$ cat src/rtl/core/feret_diameter_calipers_top_assert.svh
// Assertion macros for the feret diameter calipers block.
// Used by files that carry concurrent checks; expects clk and rst_n in scope.
`ifndef FERET_DIAMETER_CALIPERS_TOP_ASSERT_SVH
`define FERET_DIAMETER_CALIPERS_TOP_ASSERT_SVH

// same-cycle implication
`define FDC_ASSERT(label, ante, cons, msg) \
  label: assert property (@(posedge clk) disable iff (!rst_n) (ante) |-> (cons)) \
    else $error(msg);

// next-cycle implication
`define FDC_ASSERT_NEXT(label, ante, cons, msg) \
  label: assert property (@(posedge clk) disable iff (!rst_n) (ante) |=> (cons)) \
    else $error(msg);

`endif

$ cat src/rtl/core/fdc_ram.sv
// Generic single-port-write, single-port-read RAM with registered read data.
// No dependencies.
module fdc_ram #(
  parameter int WIDTH = 8,
  parameter int DEPTH = 16
) (
  input  logic                     clk,
  input  logic                     wr_en,
  input  logic [$clog2(DEPTH)-1:0] wr_addr,
  input  logic [WIDTH-1:0]         wr_data,
  input  logic [$clog2(DEPTH)-1:0] rd_addr,
  output logic [WIDTH-1:0]         rd_data
);

  logic [WIDTH-1:0] mem [DEPTH];
  logic [WIDTH-1:0] rd_data_r;

  always_ff @(posedge clk) begin
    if (wr_en) begin
      mem[wr_addr] <= wr_data;
    end
    rd_data_r <= mem[rd_addr];
  end

  assign rd_data = rd_data_r;

endmodule

$ cat config.mk
export PLATFORM = sky130hd
export DESIGN_NAME = fdc_ram
export DESIGN_NICKNAME = d
export VERILOG_FILES = /design/src/rtl/core/feret_diameter_calipers_top_assert.svh /design/src/rtl/core/fdc_ram.sv
export SDC_FILE = /design/constraint.sdc
export NUM_CORES = 1
export LEC_CHECK = 0
export ABC_CLOCK_PERIOD_IN_PS = 4500
export BUFFER_PORTS_ARGS = -buffer_cell sky130_fd_sc_hd__buf_4
export CAP_MARGIN = 10
export CORE_MARGIN = 1
export CORE_UTILIZATION = 50
export DETAILED_ROUTE_END_ITERATION = 12
export GPL_ROUTABILITY_DRIVEN = 0
export GPL_TIMING_DRIVEN = 0
export PLACE_DENSITY = 0.71
export RECOVER_POWER = 25
export SKIP_LAST_GASP = 1
export SLEW_MARGIN = 30
export SYNTH_ARGS = -nofsm -noshare
export SYNTH_HDL_FRONTEND = slang
export SYNTH_SLANG_ARGS = --single-unit
$ cat constraint.sdc
create_clock -name clk -period 4.5 [get_ports clk]
set_input_delay 0.225 -clock clk [delete_from_list [all_inputs] [get_ports clk]]
set_output_delay 0.225 -clock clk [all_outputs]
set_load 0.05 [all_outputs]
=== After elaboration in Yosys (flattened, before gate mapping) ===
Memories as Yosys holds them, arrays and structs flattened. A register that Yosys moved wholly into a read port is not among the register bits.
Index checks and enable logic that the tools add are counted.

* Register bits after elaboration: 0
* Memory bits (writable): 128
* Bits of input ports: 18
* Output and inout bits: 8
* Logic and storage cells: 3
* Memories kept: 1

{| class="wikitable"
|+ Memories
! name !! words !! bits a word !! rd ports !! clocked after memory_dff !! write ports !! line !! source
|-
| mem || 16 || 8 || 1 || 1 || 1 || fdc_ram.sv:15 || <nowiki>logic [WIDTH-1:0] mem [DEPTH];</nowiki>
|}

* Mux-type cells: 2

{| class="wikitable"
|+ Operators by type and width
! kind !! count
|-
| 1-bit two-way mux || 2
|}

=== Longest topological paths before layout ===
* Depth after elaboration: 2
* Depth in mapped cells: 5

=== Worst setup path before layout ===
Ideal clock, no wire load.

* Path kind: input to register
* Start: in wr_addr[2]
* End: mem mem[0][0] (enable)
* Data arrival time: 1,335 ps
* Data required time: 4,117 ps
* Setup slack: 2,782 ps
* Stages: 2
* Buffers on the path: 0
* Path through: or3b_2 > nor3_1

{| class="wikitable"
|+ RTL lines
! item !! line !! source
|-
| start, declared || fdc_ram.sv:9 || <nowiki>input logic [$clog2(DEPTH)-1:0] wr_addr,</nowiki>
|-
| end, declared || fdc_ram.sv:15 ||
|}

No word-level cell before the write port.

=== Final worst setup path ===
* Start: in wr_addr[2]
* End: mem mem[1][4] (enable)

No word-level cell before the write port.

==> impl_metrics.yaml <==
run_status:
  status: "finished clean"
route:
  routed_wl_um: 9661
  drc: 0
  first_pass_iters: 5
  ant_nets: 0
  via_per_inst: 5.722
  wl_per_cell_um: 23.11
  drt_iter0_drc: 196
  vias: 2392
timing:
  clock_skew_ns: 0.004869
  rsz0062_at_grt: "false"
  tightest_slew_ns: 0.8355
  period_minus_slack_ns: 1.411
  fmaxAchievable_mhz: 708.8
  slew_violations: 0
  relSlewSlack: 0.4409
  fin_setup_tns_ns: 0
  hold_violations: 0
  setup_violations: 0
  fin_crit_sh: 0.3135
yosys:
  synth.top_cell.area_share: 0.7467
  yosysWarnings: 0
  synthDistinctLibCells: 19
  syn_area_sq_mm: 0.005147
  syn_inst: 229
  ys_ff_latch: 136
  synth_area_leader_cell: "edfxtp_1"
  yosysSeqAreaShare: 0.7778
  syn_area_per_cell_sq_um: 22.48
  synthTopCellsByArea: "edfxtp_1 (75%), mux4_2 (7.9%), mux4_1 (7.1%), dfxtp_1 (3.1%), a22oi_1 (2.3%)"
  synth_nets: 247
worst_setup_path:
  path_cells: "buf_4 > or3b_2 > nor2_1"
  start_kind: "input pin"
  arrival_ns: 1.56
  reg2reg_from: "mem[8][4]"
  cpLargestDelayFamily: "simple AND/OR/NAND/NOR gates"
  crit_start: "wr_addr[2]"
  reg2reg_depth: 3
  critical_path_required_ns: 4.65
  cp_slowest_cell: "nor2_1"
  r2r_end: "rd_data[4]"
  endpoint_kind: "flop"
  max_stage_delay_ns: 0.67
  worst-path-buf-inv: 1
  crit_fanout: 8
  ff2ff_setup_slack_ns: 3.13
  criticalPathCategory: "in2reg"
cells_and_area:
  layout_commonest_cell: "edfxtp_1"
  layout.nets: 290
  final_cell_mix: "edfxtp_1 (128), buf_4 (19), mux4_2 (18), a22oi_1 (16), clkbuf_16 (16)"
  antennaDiodeCount: 0
  syn2layout_area_growth_pct: 18.50
  final_layout_size_suffix_gt1_frac: 0.2877
floorplanning:
  row_count: 36
  num_io_pins: 26
  die-area_sq_mm: 0.01071
  die_height_um: 103.5
  coreArea_sq_mm: 0.009864
  start_util: 0.5218
  die_w_um: 103.5
clock_tree:
  clock_path_buffers: 2
  post_cts_buffers: 0
  cts_buffers: 17
  cts_tree: "done"
  cts_num_sinks: 136
  ctsResizeCount: 0
  clockRootBuffer: "clkbuf_8"
  htree_levels: 4
  clkLatencyLatePin_ns: 0.52
  clkTransAtPathRegs_ns: 0.06
  cts_hold_buf: 0
hold_path:
  min_to: "mem[12][2]"
  hold_depth: 1
  worstHoldStart: "wr_data[2]"
  hold_path_class: "in2reg"
power:
  peakVddDrop_mv: 0.2026
  power_density_mw_per_mm2: 493.4
  clockPowerShare: 0.471
  p_seq_frac: 0.473
  p_comb_frac: 0.056
  switchingPower_w: 0.0006225
  p_leak_nw: 2.035
  total_power_w: 0.003010
  p_int_w: 0.002387
  swShare: 0.2068
placed_design:
  place_hpwl_um: 5846
  io_buffer_count: 24
grt:
  antenna_found_initial: 0
  grt_pass1_vias: 2353
  grt_pass1_wl_um: 14260
  grt_overflow: 0
  grt_max_degree: 17
  grt_usage: 0.2042
job:
  maxCapViolations: 0
## registers in the layout, summed over array words and instances, names as in the netlist
signal   cells
mem        128
rd_data      8
## synth_stat cells
master / n
mux4_2: 18
buf_2: 3
nand2_1: 9
nor2_1: 13
nor2b_1: 1
and2b_1: 1
or3b_2: 1
dfxtp_1: 8
edfxtp_1: 128
nand3b_1: 2
nor3_1: 4
buf_6: 3
nand2b_1: 2
nand3_1: 1
clkdlybuf4s25_2: 3
mux4_1: 14
buf_4: 1
and2_1: 1
a22oi_1: 16
## area by class of cell
class                           count  area (sq um)
Clock buffer                       18         427.9
Sequential cell                   136          4004
Clock inverter                     14         180.2
Fill cell                         667          3765
Tap cell                          133         166.4
Timing Repair Buffer               24         157.7
Multi-Input combinational cell     83          1077
Buffer                             10         86.33
## power groups by stage
stage | Clock, W | Combinational, W | Sequential (W)
4_1_cts | 0.00142 | 0.000173 | 0.00142
2_1_floorplan | 0 | 0.0000719 | 0.00148
3_3_place_gp | 0 | 0.000168 | 0.00145
6_report | 0.00142 | 0.000169 | 0.00142
5_1_grt | 0.00148 | 0.000182 | 0.00143
3_5_place_dp | 0 | 0.000172 | 0.00145
## per-stage QoR
stage / cell area [sq um] / instances / setup WS, ns / util / hold slack [ns]
after global routing: 6100 / 418 / 3.037 / 0.6183 / 0.04991
after floorplan: 5147 / 229 / 2.782 / - / 0.3239
final: 6100 / 418 / 3.089 / 0.6183 / 0.04832
after CTS: 6122 / 418 / 3.097 / 0.6206 / 0.02466
after detailed placement: 5514 / 386 / 2.590 / 0.5590 / 0.5621
after global placement: 5494 / 386 / 2.197 / 0.5570 / 0.5437
## cell families after synthesis
family,synth area share
AND/OR/NAND/NOR,0.03184
buffers and inverters,0.01677
flip-flops,0.7778
AO/OA/AOI/OAI,0.02334
multiplexers,0.1502
## metal layers
metal	track usage	vias to the layer above	part of all wire
met5	0	-	0
met4	0.07476	0	0.011
met3	0.05309	9	0.073
met2	0.3026	97	0.49
met1	0.2966	1227	0.42
li1	-	1059	-
## worst max path at each step
stage | endpoint | slack [ns] | cells after the start
final | mem[1][4] | 3.09 | 3
after detailed placement | mem[2][3] | 2.59 | 3
after global placement | mem[0][7] | 2.20 | 3
after floorplan | mem[0][0] | 2.78 | 2
after global routing | rd_data[4] | 3.04 | 3
after CTS | rd_data[0] | 3.10 | 3
(Power assumes the default switching activity.)
