File: src/rtl/core/feret_diameter_calipers_top_assert.svh
// Assertion macros for the feret diameter calipers block.
// Used by files that carry concurrent checks; expects clk and rst_n in scope.
`ifndef FERET_DIAMETER_CALIPERS_TOP_ASSERT_SVH
`define FERET_DIAMETER_CALIPERS_TOP_ASSERT_SVH

// same-cycle implication
`define FDC_ASSERT(label, ante, cons, msg) \
  label: assert property (@(posedge clk) disable iff (!rst_n) (ante) |-> (cons)) \
    else $error(msg);

// next-cycle implication
`define FDC_ASSERT_NEXT(label, ante, cons, msg) \
  label: assert property (@(posedge clk) disable iff (!rst_n) (ante) |=> (cons)) \
    else $error(msg);

`endif

File: src/rtl/core/fdc_pkg.sv
// Shared constants and types for the feret diameter calipers block.
// No dependencies.
package fdc_pkg;

  localparam int MAX_VERTICES = 256;
  localparam int COORD_BITS   = 12;
  localparam int FRAC_BITS    = 8;

  localparam int IDX_W  = $clog2(MAX_VERTICES);
  localparam int CNT_W  = IDX_W + 1;
  localparam int OUT_W  = 21;
  localparam logic [63:0] OUT_MAX = (64'd1 << OUT_W) - 64'd1;

  // squared distance width: wide enough for the pair distances and the min cap
  localparam int D2_NAT = 2 * COORD_BITS + 1;
  localparam int D2_W   = (D2_NAT > 27) ? D2_NAT : 27;
  localparam logic [D2_W-1:0] MIN_CAP_SQ = D2_W'(64'd9999 * 64'd9999);

  // root saturates above this squared distance
  localparam logic [63:0] ROOT_LIM = ((OUT_MAX * OUT_MAX) + OUT_MAX) >> (2 * FRAC_BITS);

  localparam int RV_W    = D2_W + 2 * FRAC_BITS;
  localparam int ROOT_N  = (RV_W + 1) / 2;

  // signed operand, product and accumulator widths of the shared multiplier
  localparam int SW = COORD_BITS + 1;
  localparam int PW = 2 * SW;
  localparam int AW = PW + 2;

  typedef struct packed {
    logic            start;
    logic [D2_W-1:0] value;
  } fdc_root_req_t;

  typedef struct packed {
    logic             busy;
    logic             done;
    logic [OUT_W-1:0] result;
  } fdc_root_rsp_t;

endpackage

File: src/rtl/core/fdc_root.sv
// Iterative rounded square root in fixed point, one result bit per cycle.
// Depends on fdc_pkg.
module fdc_root
  import fdc_pkg::*;
(
  input  logic          clk,
  input  logic          rst_n,
  input  fdc_root_req_t req,
  output fdc_root_rsp_t rsp
);

  localparam logic [1:0] R_IDLE = 2'd0;
  localparam logic [1:0] R_RUN  = 2'd1;
  localparam logic [1:0] R_RND  = 2'd2;
  localparam int CW = $clog2(ROOT_N + 1);

  logic [1:0]          st_r, st_nxt;
  logic [CW-1:0]       cnt_r, cnt_nxt;
  logic [2*ROOT_N-1:0] v_r, v_nxt;
  logic [ROOT_N-1:0]   root_r, root_nxt;
  logic [ROOT_N+1:0]   rem_r, rem_nxt;
  logic                done_r, done_nxt;
  logic [OUT_W-1:0]    res_r, res_nxt;

  logic [ROOT_N+3:0]   t;
  logic [ROOT_N+3:0]   trial;
  logic [ROOT_N:0]     rsum;

  always_comb begin
    st_nxt   = st_r;
    cnt_nxt  = cnt_r;
    v_nxt    = v_r;
    root_nxt = root_r;
    rem_nxt  = rem_r;
    done_nxt = 1'b0;
    res_nxt  = res_r;
    t        = {rem_r, v_r[2*ROOT_N-1 -: 2]};
    trial    = (ROOT_N+4)'({root_r, 2'b01});
    rsum     = (ROOT_N+1)'(root_r) + (ROOT_N+1)'((ROOT_N+2)'(root_r) < rem_r);
    unique case (st_r)
      R_IDLE: begin
        if (req.start) begin
          if (64'(req.value) > ROOT_LIM) begin
            res_nxt  = OUT_W'(OUT_MAX);
            done_nxt = 1'b1;
          end else begin
            v_nxt    = (2*ROOT_N)'(RV_W'(req.value) << (2 * FRAC_BITS));
            root_nxt = '0;
            rem_nxt  = '0;
            cnt_nxt  = CW'(ROOT_N);
            st_nxt   = R_RUN;
          end
        end
      end
      R_RUN: begin
        v_nxt = v_r << 2;
        if (t >= trial) begin
          rem_nxt  = (ROOT_N+2)'(t - trial);
          root_nxt = {root_r[ROOT_N-2:0], 1'b1};
        end else begin
          rem_nxt  = (ROOT_N+2)'(t);
          root_nxt = {root_r[ROOT_N-2:0], 1'b0};
        end
        cnt_nxt = cnt_r - CW'(1);
        if (cnt_r == CW'(1)) begin
          st_nxt = R_RND;
        end
      end
      R_RND: begin
        res_nxt  = (64'(rsum) > OUT_MAX) ? OUT_W'(OUT_MAX) : OUT_W'(rsum);
        done_nxt = 1'b1;
        st_nxt   = R_IDLE;
      end
      default: st_nxt = R_IDLE;
    endcase
  end

  always_ff @(posedge clk) begin
    if (!rst_n) begin
      st_r   <= R_IDLE;
      done_r <= 1'b0;
    end else begin
      st_r   <= st_nxt;
      done_r <= done_nxt;
    end
    cnt_r  <= cnt_nxt;
    v_r    <= v_nxt;
    root_r <= root_nxt;
    rem_r  <= rem_nxt;
    res_r  <= res_nxt;
  end

  assign rsp.busy   = (st_r != R_IDLE);
  assign rsp.done   = done_r;
  assign rsp.result = res_r;

endmodule

File: config.mk
export PLATFORM = sky130hd
export DESIGN_NAME = fdc_root
export DESIGN_NICKNAME = d
export VERILOG_FILES = /design/src/rtl/core/feret_diameter_calipers_top_assert.svh /design/src/rtl/core/fdc_pkg.sv /design/src/rtl/core/fdc_root.sv
export SDC_FILE = /design/constraint.sdc
export NUM_CORES = 1
export LEC_CHECK = 0
export ABC_AREA = 0
export BUFFER_PORTS_ARGS = -buffer_cell sky130_fd_sc_hd__buf_2
export CAP_MARGIN = 20
export CORE_MARGIN = 3
export CORE_UTILIZATION = 25
export DETAILED_ROUTE_END_ITERATION = 8
export PLACE_DENSITY = 0.37
export SYNTH_ARGS = -nofsm -noshare
export SYNTH_HDL_FRONTEND = slang
export SYNTH_SLANG_ARGS = --single-unit
File: constraint.sdc
create_clock -name clk -period 10 [get_ports clk]
set_input_delay 1.5 -clock clk [delete_from_list [all_inputs] [get_ports clk]]
set_output_delay 1.5 -clock clk [all_outputs]
set_load 0.005 [all_outputs]
# --- Word-level counts from Yosys, hierarchy flattened ---
# Cells that the tools add are included.
classes:
  n_addsub: 3
  mul: 0
  div: 0
  magnitude_cmp: 4
  n_eq_ne: 7
  shifts: 0
  n_mux: 25
  n_bitwise: 0
  reduce_logical: 7
op_table:
  columns: ["cell", "n"]
  rows:
  - ["44-bit two-way mux", 2]
  - ["44-bit one-hot mux with 2 select lines", 1]
  - ["24-bit two-way mux", 3]
  - ["21-bit two-way mux", 3]
  - ["24-bit one-hot mux with 2 select lines", 1]
  - ["22-bit two-way mux", 2]
  - ["22-bit one-hot mux with 2 select lines", 1]
  - ["21-bit one-hot mux with 2 select lines", 1]
  - ["27-bit by 26-bit > comparator with 1-bit output (second input constant)", 1]
  - ["26-bit by 24-bit greater-or-equal comparator with 1-bit output", 1]
  - ["22-bit by 24-bit less-than comparator with 1-bit output", 1]
  - ["24-bit subtractor", 1]
  - ["22-bit by 1-bit adder with 23-bit output", 1]
  - ["23-bit by 21-bit > comparator with 1-bit output (second input constant)", 1]
  - ["5-bit two-way mux", 2]
  - ["5-bit one-hot mux with 2 select lines", 1]
  - ["3-bit AND reduction", 3]
  - ["2-bit != test (second input constant)", 4]
  - ["2-bit two-way mux", 3]
  - ["2-bit nonzero test", 3]
  - ["5-bit by 1-bit equality test with 1-bit output (second input constant)", 1]
  - ["5-bit by 1-bit subtractor with 5-bit output (second input constant)", 1]
  - ["2-bit one-hot mux with 2 select lines", 1]
  - ["1-bit two-way mux", 3]
  - ["4 further kinds", 4]
totals:
  reg_bits: 119
  latch_bits: 0
  mem_bits_rw: 0
  rom_bits: 0
  input_bits: 30
  out_inout_bits: 23
  mem_count: 0

# --- Depth between registers and ports, before layout ---
logic_depth:
  word_depth: 5
  depth_mapped: 23
  depth_no_buf: 20

# --- Worst setup path before layout ---
# OpenSTA, ideal clock, no wires.
synth_path:
  kind: "input to register"
  startpoint: "input port req[3] (netlist bit)"
  endpoint: "register cnt_r[0] (enable)"
  setup_ps: 543
  t_arrival_ps: 6231
  t_required_ps: 9457
  slack_ps: 3227
  cell_stages: 6
  path_cell_list: "or4_1 -> nor2_1 -> nor3_1 -> a21oi_1 -> nand2_1 -> a21oi_1"
synth_via:
  elab_chain_cells: 3
synth_rtl:
  columns: ["element", "line", "source"]
  rows:
  - ["from (decl)", "fdc_root.sv:8", "input fdc_root_req_t req,"]
  - ["27-bit by 26-bit > comparator with 1-bit output", "fdc_root.sv:43", "if (64'(req.value) > ROOT_LIM) begin"]
  - ["2-bit != test (no line)", null, null]
  - ["3-bit AND reduction (no line)", null, null]
  - ["to (signal assigned)", "fdc_root.sv:86", "cnt_r <= cnt_nxt;"]
  - ["to (decl)", "fdc_root.sv:18", "logic [CW-1:0] cnt_r, cnt_nxt;"]
# No other way between the ends.
# A chain may end at the register's enable or synchronous reset.

# --- Worst setup path in the final report ---
layout_path:
  startpoint: "register root_r[3]"
  endpoint: "register res_r[4] (data pin)"
layout_via:
  elab_chain_cells: 5
layout_rtl:
  columns: ["element", "line", "source"]
  rows:
  - ["from (decl)", "fdc_root.sv:20", "logic [ROOT_N-1:0] root_r, root_nxt;"]
  - ["from (signal assigned)", "fdc_root.sv:88", "root_r <= root_nxt;"]
  - ["22-bit by 24-bit less-than comparator with 1-bit output", "fdc_root.sv:39", "rsum = (ROOT_N+1)'(root_r) + (ROOT_N+1)'((ROOT_N+2)'(root_r) < rem_r);"]
  - ["22-bit by 1-bit adder with 23-bit output *", "fdc_root.sv:39", null]
  - ["23-bit by 21-bit > comparator with 1-bit output", "fdc_root.sv:70", "res_nxt = (64'(rsum) > OUT_MAX) ? OUT_W'(OUT_MAX) : OUT_W'(rsum);"]
  - ["21-bit two-way mux *", "fdc_root.sv:70", null]
  - ["21-bit one-hot mux with 2 select lines *", "fdc_root.sv:40", "unique case (st_r)"]
  - ["to (signal assigned)", "fdc_root.sv:90", "res_r <= res_nxt;"]
  - ["to (decl)", "fdc_root.sv:23", "logic [OUT_W-1:0] res_r, res_nxt;"]
# Mark *: on every way between the ends. The rest lies on a longest branch, timed or not.

==> summary.md <==
| Metric | Value |
|---|---|
| Initial Util | `25.5%` |
| Clock skew | `0.0101 ns` |
| Status | `finished, final reports clean` |
| Delay of the slowest cell on the worst path | `about 0.45 ns` |
| Cells along the critical path | `inv_1 > ha_1 > a21o_1 > a21oi_1 > nor2b_1 > o31ai_1 > a21boi_0 > o21ai_0 > a21boi_0 > o31ai_1 > ha_1 > and3_1 > and3_1 > nand3_1 > nor4_2 > mux2i_1 > and3_4 > o21ai_0` |
| CP max FO | `21` |
| Hold Path Class | `reg -> reg` |
| Fin. max-slew vios | `0` |
| Max cap viols | `0` |
| Setup TNS | `0 ns` |
| Cts repair resizes | `0` |
| LEAKAGE | `around 2.8 nW` |
| Clk pin slew, worst setup/hold paths | `approximately 0.08 ns` |
| Top cells by area, synth | `edfxtp_1 47%, ha_1 9.7%, nand2_1 6.4%` |
| TritonRoute pass-1 iters | `4` |
| Most numerous cell in the Yosys netlist | `nand2_1` |
| Setup crit start kind | `register` |
| Antenna diodes | `0` |
| Final routed DRC violation total | `0` |
| CTS tree | `yes` |
| Slew headroom | `44.9%` |
| Post-synthesis cell type count | `59` |
| Initial antenna violation count | `0` |
| Placed Instances | `1,021` |
| CTS buffer count | `9` |
| Arr. time, crit path | `4.69 ns` |
| Largest net degree at the start of global routing | `46` |
| GRT Total Usage | `11.5%` |
| RePlAce Congestion | `0.778` |
| First-pass GRT wire length | `~26,000 microns` |
| Core ar. | `0.0253 sq mm` |
| Top cell type's share of synthesized area | `46.7%` |
| Synth area leader | `edfxtp_1` |
| Warnings, synthesis | `0` |
| CTS max path bufs | `2` |
| Cells after Synth | `662` |
| Finished Layout Cells | `a little over 1,000` |
| Fin crit share | `46.0%` |
| Post-synth top flop | `edfxtp_1` |
| Layout cells sized above 1 | `~14%` |
| Critical path class | `reg -> reg` |
| Post-synthesis sequential area ratio | `47.6%` |
| Top Ports | `53` |
| Post-DR vias/cell | `4.55` |
| Commonest cells in the netlist | `110 x nand2_1, 100 x edfxtp_1, 69 x nor2_1, 52 x inv_1, 50 x ha_1` |
| Post-Syn Area | `0.00643 sq mm` |
| Async S/R FF share, synth | `0%` |
| Final setup fails | `0` |
| Die Ht | `166 microns` |
| Hold_buf cts | `0` |
| Critical Path RT | `10.09 ns` |
| Synth Net Count | `742` |
| Post-synth EDFFs | `100` |
| Fmax | `217 MHz` |
| Crit. End Element | `register` |
| Gr ovfl total | `0` |
| Die Wd | `166 microns` |
| Maximum vdd drop | `0.0677 mV` |
| DR vias | `4,722` |
| H-tree levels | `3` |
| Slowest cell on the critical path | `edfxtp_1` |
| Area Growth Syn to Fin | `13.6%` |
| DRT iter0 DRCs | `205` |
| Hpwl dp | `roughly 12,000 microns` |
| Post-Route Utilization | `28.9%` |
| Area used by multi-input combinational logic | `0.00301 sq mm` |
| Root Buffer | `clkbuf_16` |
| Register Area | `about 0.003 sq mm` |
| Worst skew pair latency | `0.36 ns` |
| Worst-Margin Slew | `0.826 ns` |
| Total power | `1.18 mW` |
| Crit path time final | `roughly 4.6 ns` |
| #FFs+latches synth | `103` |
| # rows | `58` |
| Routed wire per std cell | `approximately 15 microns` |
| RSZ-0062 raised after global routing | `no` |
| CTS Sinks | `103` |
| Average cell area after synthesis | `between 9 and 10 sq um` |
| Input/output buffers | `52` |
| Setup Fix Bufs, Post-CTS | `0` |
| Minimum hold slack | `0.516 ns` |
| Vias in the first global route | `4,847` |
| Pwr dens | `162 mW/mm^2` |
| Total Wirelength | `~16,000 microns` |
| # fillers | `2,730` |
| Die area | `~0.028 sq mm` |
| Post-route ant nets | `0` |
| Nets@finish | `782` |
| Hold Violations, Final | `0` |
==> sequential cells by signal (all words and copies together), names as in the netlist <==
signal	count
v_r	28
rem_r	24
root_r	22
res_r	21
cnt_r	5
st_r	2
done_r	1
==> final cells by class <==
type	count	share of cell area, %
Timing Repair Buffer	58	4.18
Clock buffer	9	3.08
Inverter	55	2.83
Multi-Input combinational cell	475	41.3
Sequential cell	103	41.9
Tap cell	330	5.65
Clock inverter	7	1.06
==> metrics by stage <==
step                      worst slack, ns  instance area (sq um)
after detailed placement             5.21                   7000
after global routing                 4.79                   7300
after global placement               5.43                   7000
after floorplan                      3.23                   6430
after CTS                            5.19                   7300
final                                5.40                   7300
==> where the power goes <==
part	internal (mW)	leakage [nW]	total [mW]	switching (mW)
sequential	0.512	0.924	0.533	0.0214
combinational	0.105	1.78	0.276	0.171
clock	0.198	0.147	0.375	0.177
total	0.814	2.85	1.18	0.369
==> cells in the final DEF (no fill, tap or decap), types with 4 or more instances in the layout <==
cell type	instances
nor2b_1	6
nor2_1	67
a21oi_1	33
a21o_1	13
xnor2_1	31
nand2_2	10
a211oi_1	6
ha_1	50
o21ai_0	21
clkbuf_16	9
inv_1	52
a31oi_1	4
nor4_1	4
nor3_1	10
mux2i_1	8
and2_1	8
nand4_1	12
nand3_1	16
and3_1	8
buf_4	6
nand2_1	110
inv_6	4
xor2_1	5
buf_2	52
nand2b_1	5
edfxtp_1	100
==> worst paths after layout <==
| path | cells past startpoint | slack (ns) | end | from |
|---|---|---|---|---|
| worst max-delay path | 18 | 5.40 | res_r[4] | root_r[3] |
| worst min-delay path | 2 | 0.52 | v_r[30] | v_r[28] |
| worst max register to register | 18 | 5.40 | res_r[4] | root_r[3] |
| worst min register to register | 2 | 0.52 | v_r[30] | v_r[28] |
==> logic make-up after synthesis <==
kind of cell / count (synthesis) / share of synthesized area, %
AND/OR/NAND/NOR: 274 / 19.9
AO/OA/AOI/OAI: 107 / 10.7
flip-flops: 103 / 47.6
buffers and inverters: 84 / 5.89
adder cells (fa/ha/maj): 50 / 9.73
XOR/XNOR: 36 / 4.90
multiplexers: 8 / 1.25
==> worst max-delay path: cells and delay by family, from the launching register on <==
family	cells	cell delay (ns)
buffers and inverters	1	0.09
adders and majority gates	2	0.63
muxes	1	0.23
DFF	1	0.45
AOI/OAI and AO/OA	8	1.32
and+or+nand+nor	6	1.60
==> layer usage <==
metal / track usage [%] / share of wire (%) / vias up
met5: 0 / 0 / -
met4: 2.58 / 0.95 / 0
met3: 2.07 / 3.6 / 11
met2: 19.2 / 47 / 75
met1: 15.5 / 48 / 2258
li1: - / - / 2378
Note: power is estimated with default switching activity, not from simulation.
